`src/hw/rtl/dpad_socd_cleaner_top_defines.svh`:
```
// Assertion macros used by the top-level RTL file of the d-pad SOCD cleaner.
`ifndef DPAD_SOCD_CLEANER_TOP_DEFINES_SVH
`define DPAD_SOCD_CLEANER_TOP_DEFINES_SVH

`ifndef NO_ASSERTIONS

`define DSC_ASSERT_HOLDS(label, clk, rst, prop) \
   label: assert property (@(posedge clk) disable iff (rst) (prop)) \
      else $error("dsc assertion failed");

`define DSC_ASSERT_IMPL(label, clk, rst, ante, cons) \
   label: assert property (@(posedge clk) disable iff (rst) (ante) |-> (cons)) \
      else $error("dsc assertion failed");

`define DSC_ASSERT_NEXT(label, clk, rst, ante, cons) \
   label: assert property (@(posedge clk) disable iff (rst) (ante) |=> (cons)) \
      else $error("dsc assertion failed");

`else

`define DSC_ASSERT_HOLDS(label, clk, rst, prop)
`define DSC_ASSERT_IMPL(label, clk, rst, ante, cons)
`define DSC_ASSERT_NEXT(label, clk, rst, ante, cons)

`endif

`endif

```
`src/hw/rtl/dsc_pkg.sv`:
```
package dsc_pkg;

   localparam int NUM_PORTS_DEFAULT = 4;

   localparam logic [1:0] MODE_OFF     = 2'd0;
   localparam logic [1:0] MODE_NEUTRAL = 2'd1;
   localparam logic [1:0] MODE_LAST    = 2'd2;
   localparam logic [1:0] MODE_FIRST   = 2'd3;

   localparam logic [1:0] EXEMPT_NONE  = 2'd0;
   localparam logic [1:0] EXEMPT_ALT   = 2'd1;
   localparam logic [1:0] EXEMPT_LR    = 2'd2;
   localparam logic [1:0] EXEMPT_ALL   = 2'd3;

   localparam logic [1:0] CSR_SOCD_MODE    = 2'd0;
   localparam logic [1:0] CSR_EXEMPT_RULE  = 2'd1;
   localparam logic [1:0] CSR_ACTIVE_PORTS = 2'd2;

   localparam logic [2:0] ACTIVE_PORTS_RESET = 3'd4;

   typedef struct packed {
      logic [1:0] mode;
      logic       exempt;
   } axis_ctl_type;

endpackage

```
`src/hw/rtl/dsc_axis.sv`:
```
module dsc_axis (
   input  dsc_pkg::axis_ctl_type ctl,
   input  logic                  a,
   input  logic                  b,
   input  logic [1:0]            held,
   output logic                  a_out,
   output logic                  b_out,
   output logic [1:0]            held_out
);

   logic conflict;
   logic any_held;

   assign conflict = a & b & ~ctl.exempt;
   assign any_held = |held;

   always_comb begin
      a_out    = a;
      b_out    = b;
      held_out = {b, a};
      if (conflict) begin
         held_out = held;
         priority if (ctl.mode == dsc_pkg::MODE_NEUTRAL) begin
            a_out = 1'b0;
            b_out = 1'b0;
         end else if (ctl.mode == dsc_pkg::MODE_LAST && any_held) begin
            a_out = held[1];
            b_out = held[0];
         end else if (ctl.mode == dsc_pkg::MODE_FIRST && any_held) begin
            a_out = held[0];
            b_out = held[1];
         end else begin
            held_out = 2'b00;
         end
      end
   end

endmodule

```
`src/hw/rtl/dpad_socd_cleaner_top.sv`:
```
// channel  | handshake                 | payload
// req_     | req_valid / req_stall     | req_port, req_in_up/down/left/right
// rsp_     | rsp_valid / rsp_stall     | rsp_out_port, rsp_out_up/down/left/right
// csr_     | csr_valid / csr_ready     | csr_index, csr_wdata
//
// One sample per cycle sustained while rsp_stall is low; an accepted sample goes through
// the input register and the result register around the cleaning logic to rsp_valid.
// The per-port held state is read and written in the same cycle, so no forwarding is needed.
// Synchronous reset clears the held state, the CSR registers and both valid flags.
// A stalled result keeps one more sample in the input register before req_stall rises.
module dpad_socd_cleaner_top #(
   parameter int NUM_PORTS = dsc_pkg::NUM_PORTS_DEFAULT
) (
   input  logic       clock,
   input  logic       reset,
   input  logic       req_valid,
   output logic       req_stall,
   input  logic [1:0] req_port,
   input  logic       req_in_up,
   input  logic       req_in_down,
   input  logic       req_in_left,
   input  logic       req_in_right,
   output logic       rsp_valid,
   input  logic       rsp_stall,
   output logic [1:0] rsp_out_port,
   output logic       rsp_out_up,
   output logic       rsp_out_down,
   output logic       rsp_out_left,
   output logic       rsp_out_right,
   input  logic       csr_valid,
   output logic       csr_ready,
   input  logic [1:0] csr_index,
   input  logic [2:0] csr_wdata
);

`include "dpad_socd_cleaner_top_defines.svh"

   localparam int IDX_W = (NUM_PORTS > 1) ? $clog2(NUM_PORTS) : 1;
   localparam logic [4:0] NUM_PORTS_V = 5'(NUM_PORTS);

   logic [1:0] mode_ff;
   logic [1:0] exempt_ff;
   logic [2:0] active_ff;

   logic [NUM_PORTS-1:0][3:0] held_ff;

   logic       s1_valid_ff, s1_valid_in;
   logic [1:0] s1_port_ff;
   logic [3:0] s1_dir_ff;

   logic       out_valid_ff, out_valid_in;
   logic [1:0] out_port_ff;
   logic [3:0] out_dir_ff, out_dir_in;

   logic             out_ready;
   logic             s1_adv;
   logic             req_take;
   logic             active;
   logic [IDX_W-1:0] idx;
   logic [3:0]       held_rd;
   logic             ex_ud, ex_lr;
   logic             u_o, d_o, l_o, r_o;
   logic [1:0]       ud_held, lr_held;

   dsc_pkg::axis_ctl_type ud_ctl, lr_ctl;

   assign csr_ready = 1'b1;

   always_ff @(posedge clock) begin
      if (reset) begin
         mode_ff   <= dsc_pkg::MODE_OFF;
         exempt_ff <= dsc_pkg::EXEMPT_NONE;
         active_ff <= dsc_pkg::ACTIVE_PORTS_RESET;
      end else if (csr_valid && csr_ready) begin
         unique case (csr_index)
            dsc_pkg::CSR_SOCD_MODE:    mode_ff   <= csr_wdata[1:0];
            dsc_pkg::CSR_EXEMPT_RULE:  exempt_ff <= csr_wdata[1:0];
            dsc_pkg::CSR_ACTIVE_PORTS: active_ff <= csr_wdata;
            default: ;
         endcase
      end
   end

   assign out_ready = ~out_valid_ff | ~rsp_stall;
   assign s1_adv    = s1_valid_ff & out_ready;
   assign req_stall = s1_valid_ff & ~out_ready;
   assign req_take  = req_valid & ~req_stall;

   assign s1_valid_in  = req_take | (s1_valid_ff & ~s1_adv);
   assign out_valid_in = s1_adv | (out_valid_ff & ~out_ready);

   always_ff @(posedge clock) begin
      if (reset) begin
         s1_valid_ff  <= 1'b0;
         out_valid_ff <= 1'b0;
      end else begin
         s1_valid_ff  <= s1_valid_in;
         out_valid_ff <= out_valid_in;
      end
   end

   always_ff @(posedge clock) begin
      if (req_take) begin
         s1_port_ff <= req_port;
         s1_dir_ff  <= {req_in_right, req_in_left, req_in_down, req_in_up};
      end
      if (s1_adv) begin
         out_port_ff <= s1_port_ff;
         out_dir_ff  <= out_dir_in;
      end
   end

   assign idx     = IDX_W'(s1_port_ff);
   assign held_rd = held_ff[idx];
   assign active  = (mode_ff != dsc_pkg::MODE_OFF)
                  && ({1'b0, s1_port_ff} < active_ff)
                  && ({3'b000, s1_port_ff} < NUM_PORTS_V);

   always_comb begin
      ex_ud = 1'b0;
      ex_lr = 1'b0;
      unique case (exempt_ff)
         dsc_pkg::EXEMPT_NONE: ;
         dsc_pkg::EXEMPT_ALT: begin
            ex_lr = s1_dir_ff[2] & s1_dir_ff[3];
            ex_ud = s1_dir_ff[0] & s1_dir_ff[1] & ~ex_lr;
         end
         dsc_pkg::EXEMPT_LR: ex_lr = s1_dir_ff[2] & s1_dir_ff[3];
         dsc_pkg::EXEMPT_ALL: begin
            ex_lr = 1'b1;
            ex_ud = 1'b1;
         end
      endcase
   end

   assign ud_ctl = '{mode: mode_ff, exempt: ex_ud};
   assign lr_ctl = '{mode: mode_ff, exempt: ex_lr};

   dsc_axis u_axis_ud (
      .ctl      (ud_ctl),
      .a        (s1_dir_ff[0]),
      .b        (s1_dir_ff[1]),
      .held     (held_rd[1:0]),
      .a_out    (u_o),
      .b_out    (d_o),
      .held_out (ud_held)
   );

   dsc_axis u_axis_lr (
      .ctl      (lr_ctl),
      .a        (s1_dir_ff[2]),
      .b        (s1_dir_ff[3]),
      .held     (held_rd[3:2]),
      .a_out    (l_o),
      .b_out    (r_o),
      .held_out (lr_held)
   );

   assign out_dir_in = active ? {r_o, l_o, d_o, u_o} : s1_dir_ff;

   always_ff @(posedge clock) begin
      if (reset) begin
         held_ff <= '0;
      end else if (s1_adv && active) begin
         held_ff[idx] <= {lr_held, ud_held};
      end
   end

   assign rsp_valid     = out_valid_ff;
   assign rsp_out_port  = out_port_ff;
   assign rsp_out_up    = out_dir_ff[0];
   assign rsp_out_down  = out_dir_ff[1];
   assign rsp_out_left  = out_dir_ff[2];
   assign rsp_out_right = out_dir_ff[3];

   `DSC_ASSERT_IMPL(a_stall_only_when_full, clock, reset, req_stall, s1_valid_ff)
   `DSC_ASSERT_NEXT(a_adv_fills_output, clock, reset, s1_adv, rsp_valid)
   `DSC_ASSERT_NEXT(a_inactive_keeps_state, clock, reset, !(s1_adv && active), $stable(held_ff))
   `DSC_ASSERT_NEXT(a_bypass, clock, reset, s1_adv && !active, out_dir_ff == $past(s1_dir_ff))
   `DSC_ASSERT_NEXT(a_port_echo, clock, reset, s1_adv, rsp_out_port == $past(s1_port_ff))

endmodule
```
`config.mk`:
```
export PLATFORM = sky130hd
export DESIGN_NAME = dpad_socd_cleaner_top
export DESIGN_NICKNAME = d
export VERILOG_FILES = /design/src/hw/rtl/dsc_pkg.sv /design/src/hw/rtl/dsc_axis.sv /design/src/hw/rtl/dpad_socd_cleaner_top.sv
export VERILOG_INCLUDE_DIRS = /design/src /design/src/hw/rtl
export SDC_FILE = /design/constraint.sdc
export NUM_CORES = 1
export LEC_CHECK = 0
export BUFFER_PORTS_ARGS = -buffer_cell sky130_fd_sc_hd__buf_2
export CORE_AREA = 10 10 100 102
export DETAILED_ROUTE_END_ITERATION = 16
export DIE_AREA = 0 0 110 112
export PLACE_DENSITY_LB_ADDON = 0.3
export SYNTH_ARGS = -nofsm -noshare
export SYNTH_HDL_FRONTEND = slang
export SYNTH_SLANG_ARGS = --single-unit
```
`constraint.sdc`:
```
create_clock -name clock -period 2.39 [get_ports clock]
set_input_delay 0.239 -clock clock [delete_from_list [all_inputs] [get_ports clock]]
set_output_delay 0.239 -clock clock [all_outputs]
set_load 0.03 [all_outputs]
```
# == Yosys cells after proc, flatten, opt, wreduce, memory -nomap -nowiden ==
# Cells that the tools add are included.
# totals
reg_bits,37
inputBits,16
# classes
order_cmp,3
eq_ne,8
n_mux,32
bitwise_logic,21
n_reduce_logical,15
# op_table
op,count
$bwmux 16,1
$mux 1,16
$mux 2,8
$mux 4,3
$and 1x1->1,10
$eq 2x2->1 const B,5
$bmux 4 s2,1
$demux 4 s2,1
$not 1->1,8
$logic_and 1x1->1,7
$eq 2x1->1 const B,3
$reduce_and 2->1,3
$reduce_or 2->1,3
$pmux 1 s2,2
$lt 2x3->1,1
$lt 2x3->1 const B,1
$or 1x1->1,3
$ge 2x1->1 const B,1
$logic_not 2->1,1
$reduce_bool 2->1,1

# == Longest topological paths before layout ==
# Gate-level depths: netlist of the first run.
# logic_depth
word_depth,9
depth_mapped,7

# == By module ==
# Synthesis of the first run repeated with hierarchy kept, for this count alone.
# hier_totals
cells_unflattened,169
hier_area_um2,1958.1
# modules_own_cells
module,instances,cells_each,area_each_um2
dpad_socd_cleaner_top,1,135,1715.4
dsc_axis,2,17,121.4

# == Least setup slack after synthesis of the first run ==
# No wires, ideal clock.
# synth_path
path_kind,register to register
from,"reg s1_port_ff[1], in the netlist idx[1]"
to,reg held_ff[2] in the netlist's numbering
setup_ns,0.137
t_arrival_ns,1.999
t_required_ns,2.253
slack_ns,0.254
stages_incl_launch_ff,7
n_path_buf,1
synth_period_minus_slack_ns,2.136
path_cell_list,edfxtp_1 -> ha_1 -> or3b_1 -> buf_2 -> a2111oi_4 -> and2_1 -> a211oi_1
# synth_between
elab_chain_cells,9
# synth_lines
element,line_no,text
from (decl),dpad_socd_cleaner_top.sv:48,logic [1:0] s1_port_ff;
from (signal assigned),dpad_socd_cleaner_top.sv:104,s1_port_ff <= req_port;
$bmux 4 s2,dpad_socd_cleaner_top.sv:114,assign held_rd = held_ff[idx];
$mux 4 (implied by the code),dpad_socd_cleaner_top.sv:114,
$reduce_or 2->1,dsc_axis.sv:15,assign any_held = |held;
$logic_and 1x1->1,dsc_axis.sv:29,end else if (ctl.mode == dsc_pkg::MODE_FIRST && any_held) begin
$mux 2,dsc_axis.sv:29,
$mux 2,dsc_axis.sv:26,end else if (ctl.mode == dsc_pkg::MODE_LAST && any_held) begin
$mux 2,dsc_axis.sv:23,priority if (ctl.mode == dsc_pkg::MODE_NEUTRAL) begin
$mux 2,dsc_axis.sv:21,if (conflict) begin
$bwmux 16,dpad_socd_cleaner_top.sv:165,"held_ff[idx] <= {lr_held, ud_held};"
"to (signal, indexed assignment)",dpad_socd_cleaner_top.sv:165,
to (decl),dpad_socd_cleaner_top.sv:45,logic [NUM_PORTS-1:0][3:0] held_ff;
# Several ways; a longest one is shown, not always the timed one. The select of a mux whose other input is x is not followed.
# A chain may end at the register's enable or synchronous reset.

# == Final worst setup path of the first run ==
# layout_path
from,"reg s1_port_ff[1], in the netlist idx[1]"
to,reg held_ff[15] in the netlist's numbering
# The elaborated chain is that of the path after synthesis.

==> results of run 1 <==
-- metrics by stage --
step                      setup slack, ns  power, µW
after floorplan                     0.254        786
after global placement              0.195        837
after detailed placement            0.199        837
after CTS                           0.192       1280
after global routing              0.00547       1330
final                               0.175       1260
-- area by class of cell --
type	instances	area, µm²
Multi-Input combinational cell	113	863
Inverter	10	37.5
Tap cell	105	131
Clock buffer	8	90.1
Timing Repair Buffer	31	175
Sequential cell	37	861
Fill cell	874	5890
-- kinds of logic (layout without fill, tap and decap cells) --
kind of cell	Yosys count	in the layout	share of synthesized area
other	1	1	0.00207
buffers and inverters	19	49	0.0464
AO/OA/AOI/OAI	61	61	0.252
AND/OR/NAND/NOR	35	35	0.102
adder cells (fa/ha/maj)	4	4	0.0277
multiplexers	12	12	0.0941
flip-flops	37	37	0.476
-- synth_stat cells --
library cell	number
or3b_1	1
edfxtp_1	12
and2_1	5
ha_1	4
a32oi_1	2
buf_4	1
a2111oi_4	2
conb_1	1
nor2_1	11
buf_2	1
a211oi_1	18
nor3_1	1
a211o_1	2
clkinv_1	1
mux2i_1	8
buf_6	1
nand3b_1	2
or2_2	1
dfxtp_1	25
o31ai_1	4
o211ai_1	4
nand2_1	4
o21a_1	1
a21bo_2	1
a22oi_1	3
nand3_1	2
inv_1	9
a21oi_1	22
o21ba_2	2
and3_1	1
nor2b_1	4
nand4_1	2
clkbuf_1	6
nor3b_1	1
mux4_2	4
-- power by group --
part	switching (µW)	leakage, µW	internal (µW)
Clock	201	0.0000455	235
Sequential	11.6	0.000317	670
Combinational	86.4	0.000390	53.3
-- flip-flops by register name (all words and copies together), names as in the netlist, named ones only --
register,count
rsp_out_port,2
exempt_ff,2
mode_ff,2
s1_valid_ff,1
out_dir_ff,4
idx,2
s1_dir_ff,4
active_ff,3
held_ff,16
-- critical path: stages (launching register included) --
cell and delay (ns):
edfxtp_1 0.39, ha_1 0.20, or3b_1 0.49, a2111oi_4 0.62, and2_1 0.29, a211oi_1 0.09
-- worst min-delay path by stage --
| stage | end |
|---|---|
| 2_1_floorplan | idx[0]$_DFFE_PP_ |
| 3_3_place_gp | idx[0]$_DFFE_PP_ |
| 3_5_place_dp | s1_dir_ff[1]$_DFFE_PP_ |
| 4_1_cts | idx[0]$_DFFE_PP_ |
| 5_1_grt | idx[0]$_DFFE_PP_ |
| 6_report | idx[0]$_DFFE_PP_ |
-- metal layers --
layer	track usage	wire length (µm)	part of all wire	up-vias
met5	0	0	0	-
met2	0.121	2130	0.51	18
met1	0.0800	1780	0.42	650
met3	0.0254	191	0.046	8
li1	-	-	-	705
met4	0.0356	90	0.022	0
==> run_results.csv, run 1 <==
group,metric,value,unit
sta,finalSetupViolations,0,
floorplan,die_area,12300,µm²
place,placed_cell_area,2070,µm²
floorplan,die_x,110,µm
cells_and_area,layout-drive-gt1-share,0.236,
clock_tree,post_cts_buffers,0,
grt,antenna_found_initial,0,
sta,holdWs,0.123,ns
grt,grt_pass1_vias,1376,
clock_tree,cts-root-buf,"clkbuf_8",
run,max_cap_violations,0,
cells_and_area,layout_common_cells,"25 x dfxtp_1, 23 x buf_2, 22 x a21oi_1, 18 x a211oi_1, 12 x edfxtp_1",
yosys,yosysSeqAreaShare,0.476,
route,drc,0,
sta,max_slew.worst_pin.slew,0.606,ns
route,via_count,1381,
grt,grt_usage,0.0728,
yosys,ys_ff_latch,37,
yosys,netlist_instances,169,
pwr,ir_worst_vdd,0.181,mV
cells_and_area,final_common_cell,"dfxtp_1",
cells_and_area,nets,218,
grt,grt_pass1_wl,6.98,mm
critical_path,worstSetupEndpointType,"flop",
route,avgViaCountPerCell,4.54,
yosys,avgSynthCellArea,10.7,µm²
yosys,syn_nets,189,
clock_tree,cts_tree,"built",
route,drt_pre_antenna_iters,4,
grt,grt_start_max_net_pins,26,
sta,tns,0,ns
sta,fin_crit_sh,0.927,
critical_path,required,2.54,ns
critical_path,endpoint,"held_ff[15]$_SDFFE_PP0P_",
worst_hold_path,hp-class,"primary input to flop",
cells_and_area,area_delta_synth_final,19.4,%
clock_tree,holdBufCountCts,0,
route,drtIter0Drc,61,
place,dp_hpwl,3.24,mm
sta,maxSlewHeadroom,0.595,
critical_path,cp_max_fo,10,
worst_hold_path,hp-start,"req_port[0]",
floorplan,die_height,112,µm
floorplan,fp-row-count,33,
sta,fin_skew,0.00680,ns
critical_path,worstSetupStartpoint,"idx[1]$_DFFE_PP_",
critical_path,r2r_cells,5,
critical_path,rrSetupSlack,0.17,ns
grt,grt_overflow,0,
pwr,leakage,0.000753,µW
sta,drv_slew,0,
sta,max_freq,0.451,GHz
place,dp_cells,296,
critical_path,r2r-start,"idx[1]$_DFFE_PP_",
sta,finalHoldViolations,0,
clock_tree,clock_latency,0.29,ns
yosys,yosys.area.top_type_share,0.277,
sta,min_period,2.22,ns
yosys,synth_area,1810,µm²
floorplan,ioPinCount,25,
clock_tree,ctsResizeCount,0,
cells_and_area,fin_area,2160,µm²
yosys,synthTopCellsByArea,"dfxtp_1 28%, edfxtp_1 20%, a211oi_1 7.5%",
route,wl_per_cell,13.8,µm
worst_hold_path,min_delay_path_depth,1,
place,gp_congestion,0.762,
floorplan,core-area,8050,µm²
cells_and_area,finalNonFillerCells,304,
cells_and_area,post-route-util,0.268,
critical_path,path_class,"flop to flop",
pwr,p_per_area,583,nW/µm²
route,ant_nets,0,
yosys,ys_warn_count,0,
clock_tree,cts_buffers,5,
yosys,synth_largest_area_cell,"dfxtp_1",
sta,rsz0062_at_grt,"no",
clock_tree,cts.sinks,37,
clock_tree,clk_pin_slew_worst_paths,0.07,ns
clock_tree,cts_htree_levels,2,
clock_tree,clockBufferDepth,2,
route,drt_wl_total,4.18,mm
critical_path,r2r_end,"held_ff[15]$_SDFFE_PP0P_",
place,portBuffers,23,
critical_path,cp.arrival,2.36,ns
floorplan,floorplan.initialDensity,0.225,
yosys,synth_cell_type_count,35,
critical_path,worstSetupStartpointType,"flop",
cells_and_area,n_antenna_cell,0,
outcome,status,"completed",
No activity file was read; power rests on OpenSTA's default activity.
==> inputs of run 2 (changes only) <==
--- a/config.mk
+++ b/config.mk
@@ -10,7 +10,6 @@
 export CORE_AREA = 10 10 100 102
 export DETAILED_ROUTE_END_ITERATION = 16
 export DIE_AREA = 0 0 110 112
-export PLACE_DENSITY_LB_ADDON = 0.3
 export SYNTH_ARGS = -nofsm -noshare
 export SYNTH_HDL_FRONTEND = slang
 export SYNTH_SLANG_ARGS = --single-unit
==> constraint.sdc (replaced) <==
create_clock -name clock -period 2 [get_ports clock]
set_input_delay 0.2 -clock clock [delete_from_list [all_inputs] [get_ports clock]]
set_output_delay 0.2 -clock clock [all_outputs]
set_load 0.03 [all_outputs]
==> run_results.csv, run 2 (synthesized netlist as in run 1, its figures left out) <==
group,metric,value,unit
pwr,seqPwrFrac,0.545,
place,portBuffers,23,
critical_path,r2r-start,"idx[1]$_DFFE_PP_",
pwr,switching_power,377,µW
critical_path,cpLargestDelayFamily,"compound AO/OA/AOI/OAI gates",
clock_tree,cts_buffers,5,
worst_hold_path,hp-class,"primary input to flop",
sta,drv_slew,0,
floorplan,die_x,110,µm
sta,finalHoldViolations,0,
cells_and_area,nets,225,
clock_tree,cts-root-buf,"clkbuf_8",
cells_and_area,post-route-util,0.280,
cells_and_area,largest_register_ffs,16,
critical_path,cp_max_fo,8,
critical_path,r2r_cells,6,
clock_tree,clock_latency,0.29,ns
critical_path,endpoint,"held_ff[4]$_SDFFE_PP0P_",
route,drt_pre_antenna_iters,4,
pwr,p_int,1120,µW
route,drc,0,
critical_path,worstSetupEndpointType,"flop",
critical_path,cp_slowest_cell,"or3b_4",
clock_tree,holdBufCountCts,0,
critical_path,worst_path_largest_cell_delay,0.42,ns
floorplan,die_height,112,µm
sta,fin_crit_sh,0.957,
cells_and_area,finalNonFillerCells,311,
cells_and_area,area_delta_synth_final,24.9,%
cells_and_area,fin_area,2260,µm²
route,drt_wl_total,4.13,mm
critical_path,worstSetupStartpoint,"idx[1]$_DFFE_PP_",
critical_path,r2r_end,"held_ff[4]$_SDFFE_PP0P_",
sta,rsz0062_at_grt,"yes",
clock_tree,cts.sinks,37,
place,placed_cell_area,2130,µm²
grt,grt_pass1_wl,6.78,mm
place,dp_hpwl,3.20,mm
clock_tree,cts_htree_levels,2,
sta,finalSetupViolations,0,
place,gp_congestion,0.799,
floorplan,die_area,12300,µm²
critical_path,rrSetupSlack,0.09,ns
floorplan,ioPinCount,25,
pwr,combPwrFrac,0.121,
grt,antenna_found_initial,0,
critical_path,crit_chain,"ha_2 > or3b_4 > a2111oi_4 > buf_4 > a21oi_1 > a211oi_1",
route,ant_nets,0,
clock_tree,clk_pin_slew_worst_paths,0.07,ns
floorplan,floorplan.initialDensity,0.225,
grt,grt_start_max_net_pins,26,
pwr,ir_worst_vdd,0.226,mV
grt,grt_usage,0.0693,
cells_and_area,fillers,856,
floorplan,core-area,8050,µm²
place,dp_cells,302,
sta,max_freq,0.522,GHz
route,avgViaCountPerCell,4.48,
sta,fin_skew,0.00488,ns
run,max_cap_violations,0,
outcome,status,"completed",
cells_and_area,layout_common_cells,"25 x dfxtp_1, 23 x buf_2, 21 x a21oi_1, 14 x a211oi_1, 13 x buf_4",
cells_and_area,top_register,"held_ff",
grt,grt_overflow,0,
critical_path,path_depth,6,
critical_path,cp.arrival,2.12,ns
cells_and_area,layout-drive-gt1-share,0.316,
cells_and_area,top_regs,"held_ff: 16 flops, out_dir_ff: 4 flops, s1_dir_ff: 4 flops",
pwr,leakage,0.000803,µW
cells_and_area,n_antenna_cell,0,
grt,grt_pass1_vias,1426,
route,via_count,1392,
pwr,p_per_area,661,nW/µm²
route,wl_per_cell,13.3,µm
critical_path,cp_num_buf_inv,1,
pwr,p_sw_frac,0.252,
critical_path,path_class,"flop to flop",
pwr,pwr-share-clk,0.333,
floorplan,fp-row-count,33,
critical_path,required,2.20,ns
sta,min_period,1.91,ns
clock_tree,clockBufferDepth,2,
route,drtIter0Drc,74,
critical_path,worstSetupStartpointType,"flop",
clock_tree,cts_tree,"built",
cells_and_area,final_common_cell,"dfxtp_1",
run 2: cell count changes in the layout (fill, tap and decap cells not counted), sizes merged:
cell and delta:
buf +7, clkbuf -2, clkinv +2
run 2: worst min-delay path by stage:
stage | cells after the start | start | slack [ns] | endpoint
4_1_cts | 1 | req_in_down | 0.08 | s1_dir_ff[1]$_DFFE_PP_
2_1_floorplan | 0 | req_port[0] | 0.30 | idx[0]$_DFFE_PP_
6_report | 1 | req_in_down | 0.09 | s1_dir_ff[1]$_DFFE_PP_
3_5_place_dp | 1 | req_in_down | 0.38 | s1_dir_ff[1]$_DFFE_PP_
3_3_place_gp | 1 | req_in_up | 0.38 | s1_dir_ff[0]$_DFFE_PP_
5_1_grt | 1 | req_port[1] | 0.08 | idx[1]$_DFFE_PP_
run 2: area by class of cell:
type                            instances  area (µm²)  area share
Multi-Input combinational cell        113         902       0.399
Sequential cell                        37         861       0.381
Timing Repair Buffer                   38         244       0.108
Tap cell                              105         131      0.0582
Clock buffer                            6        72.6      0.0321
Inverter                               10        37.5      0.0166
Clock inverter                          2        10.0     0.00443
run 2: stage by stage:
| stage | TNS [ns] | setup WS (ns) | total power, µW | hold slack (ns) |
|---|---|---|---|---|
| 2_1_floorplan | -1.80 | -0.122 | 941 | 0.299 |
| 3_3_place_gp | 0 | 0.0376 | 1010 | 0.380 |
| 3_5_place_dp | -0.0451 | -0.0241 | 1010 | 0.383 |
| 4_1_cts | 0 | 0.0431 | 1510 | 0.0802 |
| 5_1_grt | -0.0187 | -0.00820 | 1560 | 0.0797 |
| 6_report | 0 | 0.0859 | 1490 | 0.0853 |
run 2: timing repair:
action / in CTS / in global routing
setup buffers: 0 / 1
pin swaps: 0 / 1
endpoints found under the setup margin: 9 / 12
cloned: 0 / 0
resized for setup: 1 / 7
run 2: power by group through the flow:
| stage | clock network, µW | registers [µW] | logic [µW] |
|---|---|---|---|
| global route | 547 | 816 | 200 |
| floorplan | 0 | 842 | 98.5 |
| CTS | 514 | 814 | 178 |
| finish | 498 | 814 | 181 |
| detailed placement | 0 | 831 | 177 |
| global placement | 0 | 831 | 175 |
run 2: layer usage:
metal | up-vias | wire length [µm] | GRT usage | part of all wire
met5 | - | 0 | 0 | 0
met4 | 0 | 110 | 0.0391 | 0.027
met3 | 8 | 174 | 0.0190 | 0.042
met2 | 20 | 2240 | 0.122 | 0.54
met1 | 651 | 1600 | 0.0712 | 0.39
li1 | 713 | - | - | -
==> inputs of run 3 (changes only) <==
--- a/config.mk
+++ b/config.mk
@@ -10,6 +10,7 @@
 export CORE_AREA = 10 10 100 102
 export DETAILED_ROUTE_END_ITERATION = 16
 export DIE_AREA = 0 0 110 112
+export RECOVER_POWER = 50
 export SYNTH_ARGS = -nofsm -noshare
 export SYNTH_HDL_FRONTEND = slang
 export SYNTH_SLANG_ARGS = --single-unit
==> constraint.sdc (replaced) <==
create_clock -name clock -period 2 [get_ports clock]
set_input_delay 0.2 -clock clock [delete_from_list [all_inputs] [get_ports clock]]
set_output_delay 0.2 -clock clock [all_outputs]
set_load 0.01 [all_outputs]
==> run_results.csv, run 3 (synthesized netlist as in run 1, its figures left out) <==
group,metric,value,unit
route,drtIter0Drc,67,
critical_path,cp_num_buf_inv,1,
route,ant_nets,0,
cells_and_area,fin_area,2240,µm²
cells_and_area,top_regs,"held_ff: 16 flops, out_dir_ff: 4 flops, s1_dir_ff: 4 flops",
cells_and_area,n_antenna_cell,0,
clock_tree,cts-root-buf,"clkbuf_8",
outcome,status,"completed",
grt,grt_overflow,0,
run,max_cap_violations,0,
clock_tree,holdBufCountCts,0,
pwr,ir_worst_vdd,0.227,mV
grt,grt_pass1_vias,1426,
place,portBuffers,23,
cells_and_area,top_register,"held_ff",
route,drt_pre_antenna_iters,4,
place,dp_hpwl,3.20,mm
route,via_count,1396,
sta,finalSetupViolations,0,
clock_tree,cts.sinks,37,
grt,antenna_found_initial,0,
sta,fin_crit_sh,0.957,
sta,rsz0062_at_grt,"yes",
cells_and_area,area_delta_synth_final,23.9,%
cells_and_area,final_common_cell,"dfxtp_1",
route,drt_wl_total,4.14,mm
place,pre_cts_ws,-0.0241,ns
worst_hold_path,hp-start,"req_in_down",
pwr,leakage,0.000772,µW
critical_path,crit_chain,"ha_2 > or3b_4 > a2111oi_4 > buf_4 > a21oi_1 > a211oi_1",
route,wl_met2,2.24,mm
floorplan,fp-row-count,33,
pwr,p_per_area,659,nW/µm²
clock_tree,clockBufferDepth,2,
cells_and_area,nets,225,
sta,fin_ws,0.0858,ns
critical_path,required,2.20,ns
worst_hold_path,min_delay_path_depth,1,
critical_path,worst_path_largest_cell_delay,0.42,ns
critical_path,cpLargestDelayFamily,"compound AO/OA/AOI/OAI gates",
floorplan,die_x,110,µm
critical_path,path_class,"flop to flop",
critical_path,worstSetupEndpointType,"flop",
route,avgViaCountPerCell,4.49,
route,drc,0,
clock_tree,cts_htree_levels,2,
route,wl_met1,1.59,mm
cells_and_area,layout_common_cells,"25 x dfxtp_1, 21 x a21oi_1, 15 x buf_2, 14 x a211oi_1, 12 x edfxtp_1",
place,gp_congestion,0.799,
critical_path,r2r_cells,6,
critical_path,cp_max_fo,8,
route,wl_met3,187,µm
grt,grt_start_max_net_pins,26,
worst_hold_path,hp-class,"primary input to flop",
cells_and_area,finalNonFillerCells,311,
cells_and_area,layout-drive-gt1-share,0.267,
grt,grt_pass1_wl,6.78,mm
critical_path,cp.arrival,2.12,ns
critical_path,path_depth,6,
place,dp_cells,302,
critical_path,worstSetupStartpoint,"idx[1]$_DFFE_PP_",
sta,max_freq,0.522,GHz
critical_path,worstSetupStartpointType,"flop",
floorplan,die_height,112,µm
sta,finalHoldViolations,0,
sta,tns,0,ns
floorplan,ioPinCount,25,
sta,holdWs,0.0853,ns
floorplan,floorplan.initialDensity,0.225,
route,wl_per_cell,13.3,µm
floorplan,core-area,8050,µm²
clock_tree,clock_latency,0.29,ns
critical_path,r2r-start,"idx[1]$_DFFE_PP_",
sta,drv_slew,0,
grt,grt_usage,0.0693,
cells_and_area,largest_register_ffs,16,
sta,fin_skew,0.00513,ns
clock_tree,cts_tree,"built",
critical_path,cp_slowest_cell,"or3b_4",
route,highest_layer,"met4",
sta,min_period,1.91,ns
place,placed_cell_area,2130,µm²
clock_tree,cts_buffers,5,
clock_tree,clk_pin_slew_worst_paths,0.07,ns
floorplan,die_area,12300,µm²
==> run 3: changes by cell type in the layout (fill, tap and decap cells not counted) <==
cell	previous run	this run
buf_4	13	10
clkbuf_1	1	11
buf_2	23	15
clkbuf_4	0	1
==> run 3: per-layer routing <==
layer  track usage  up-vias
li1              -      713
met1        0.0712      653
met2         0.122       22
met3        0.0190        8
met4        0.0391        0
met5             0        -
==> run 3: through the flow <==
stage	util	total power [µW]
after CTS	0.276	1490
after detailed placement	0.265	996
final	0.278	1480
after floorplan	-	929
after global routing	0.278	1550
after global placement	0.265	994
==> run 3: area by class of cell <==
| cell class | instances | area (µm²) |
|---|---|---|
| Clock buffer | 6 | 72.6 |
| Clock inverter | 2 | 10.0 |
| Fill cell | 860 | 5810 |
| Inverter | 10 | 37.5 |
| Multi-Input combinational cell | 113 | 902 |
| Sequential cell | 37 | 861 |
| Tap cell | 105 | 131 |
| Timing Repair Buffer | 38 | 226 |
==> run 3: final timing paths <==
kind                        endpoint  slack, ns
max          held_ff[4]$_SDFFE_PP0P_       0.09
min           s1_dir_ff[1]$_DFFE_PP_       0.09
max reg2reg  held_ff[4]$_SDFFE_PP0P_       0.09
min reg2reg                     flop       0.48
==> run 3: repair_timing <==
action | CTS | global route
buffers inserted | 0 | 1
pin swaps | 0 | 1
gates resized for setup | 1 | 7
gates cloned | 0 | 0
setup endpoints to repair | 9 | 12
==> run 3: power breakdown <==
part	total [µW]	leakage, µW	internal, µW	switching [µW]
Combinational	166	0.000409	71.1	94.5
Clock	498	0.0000450	241	257
Sequential	814	0.000317	800	14.0
Total	1480	0.000772	1110	365
==> run 3: worst reg2reg max path: cells and delay by family, from the launching register on <==
family	cells	cell delay [ns]
AOI/OAI and AO/OA	3	0.61
adders and majority gates	1	0.19
and+or+nand+nor	1	0.42
buffers and inverters	1	0.22
DFF	1	0.39
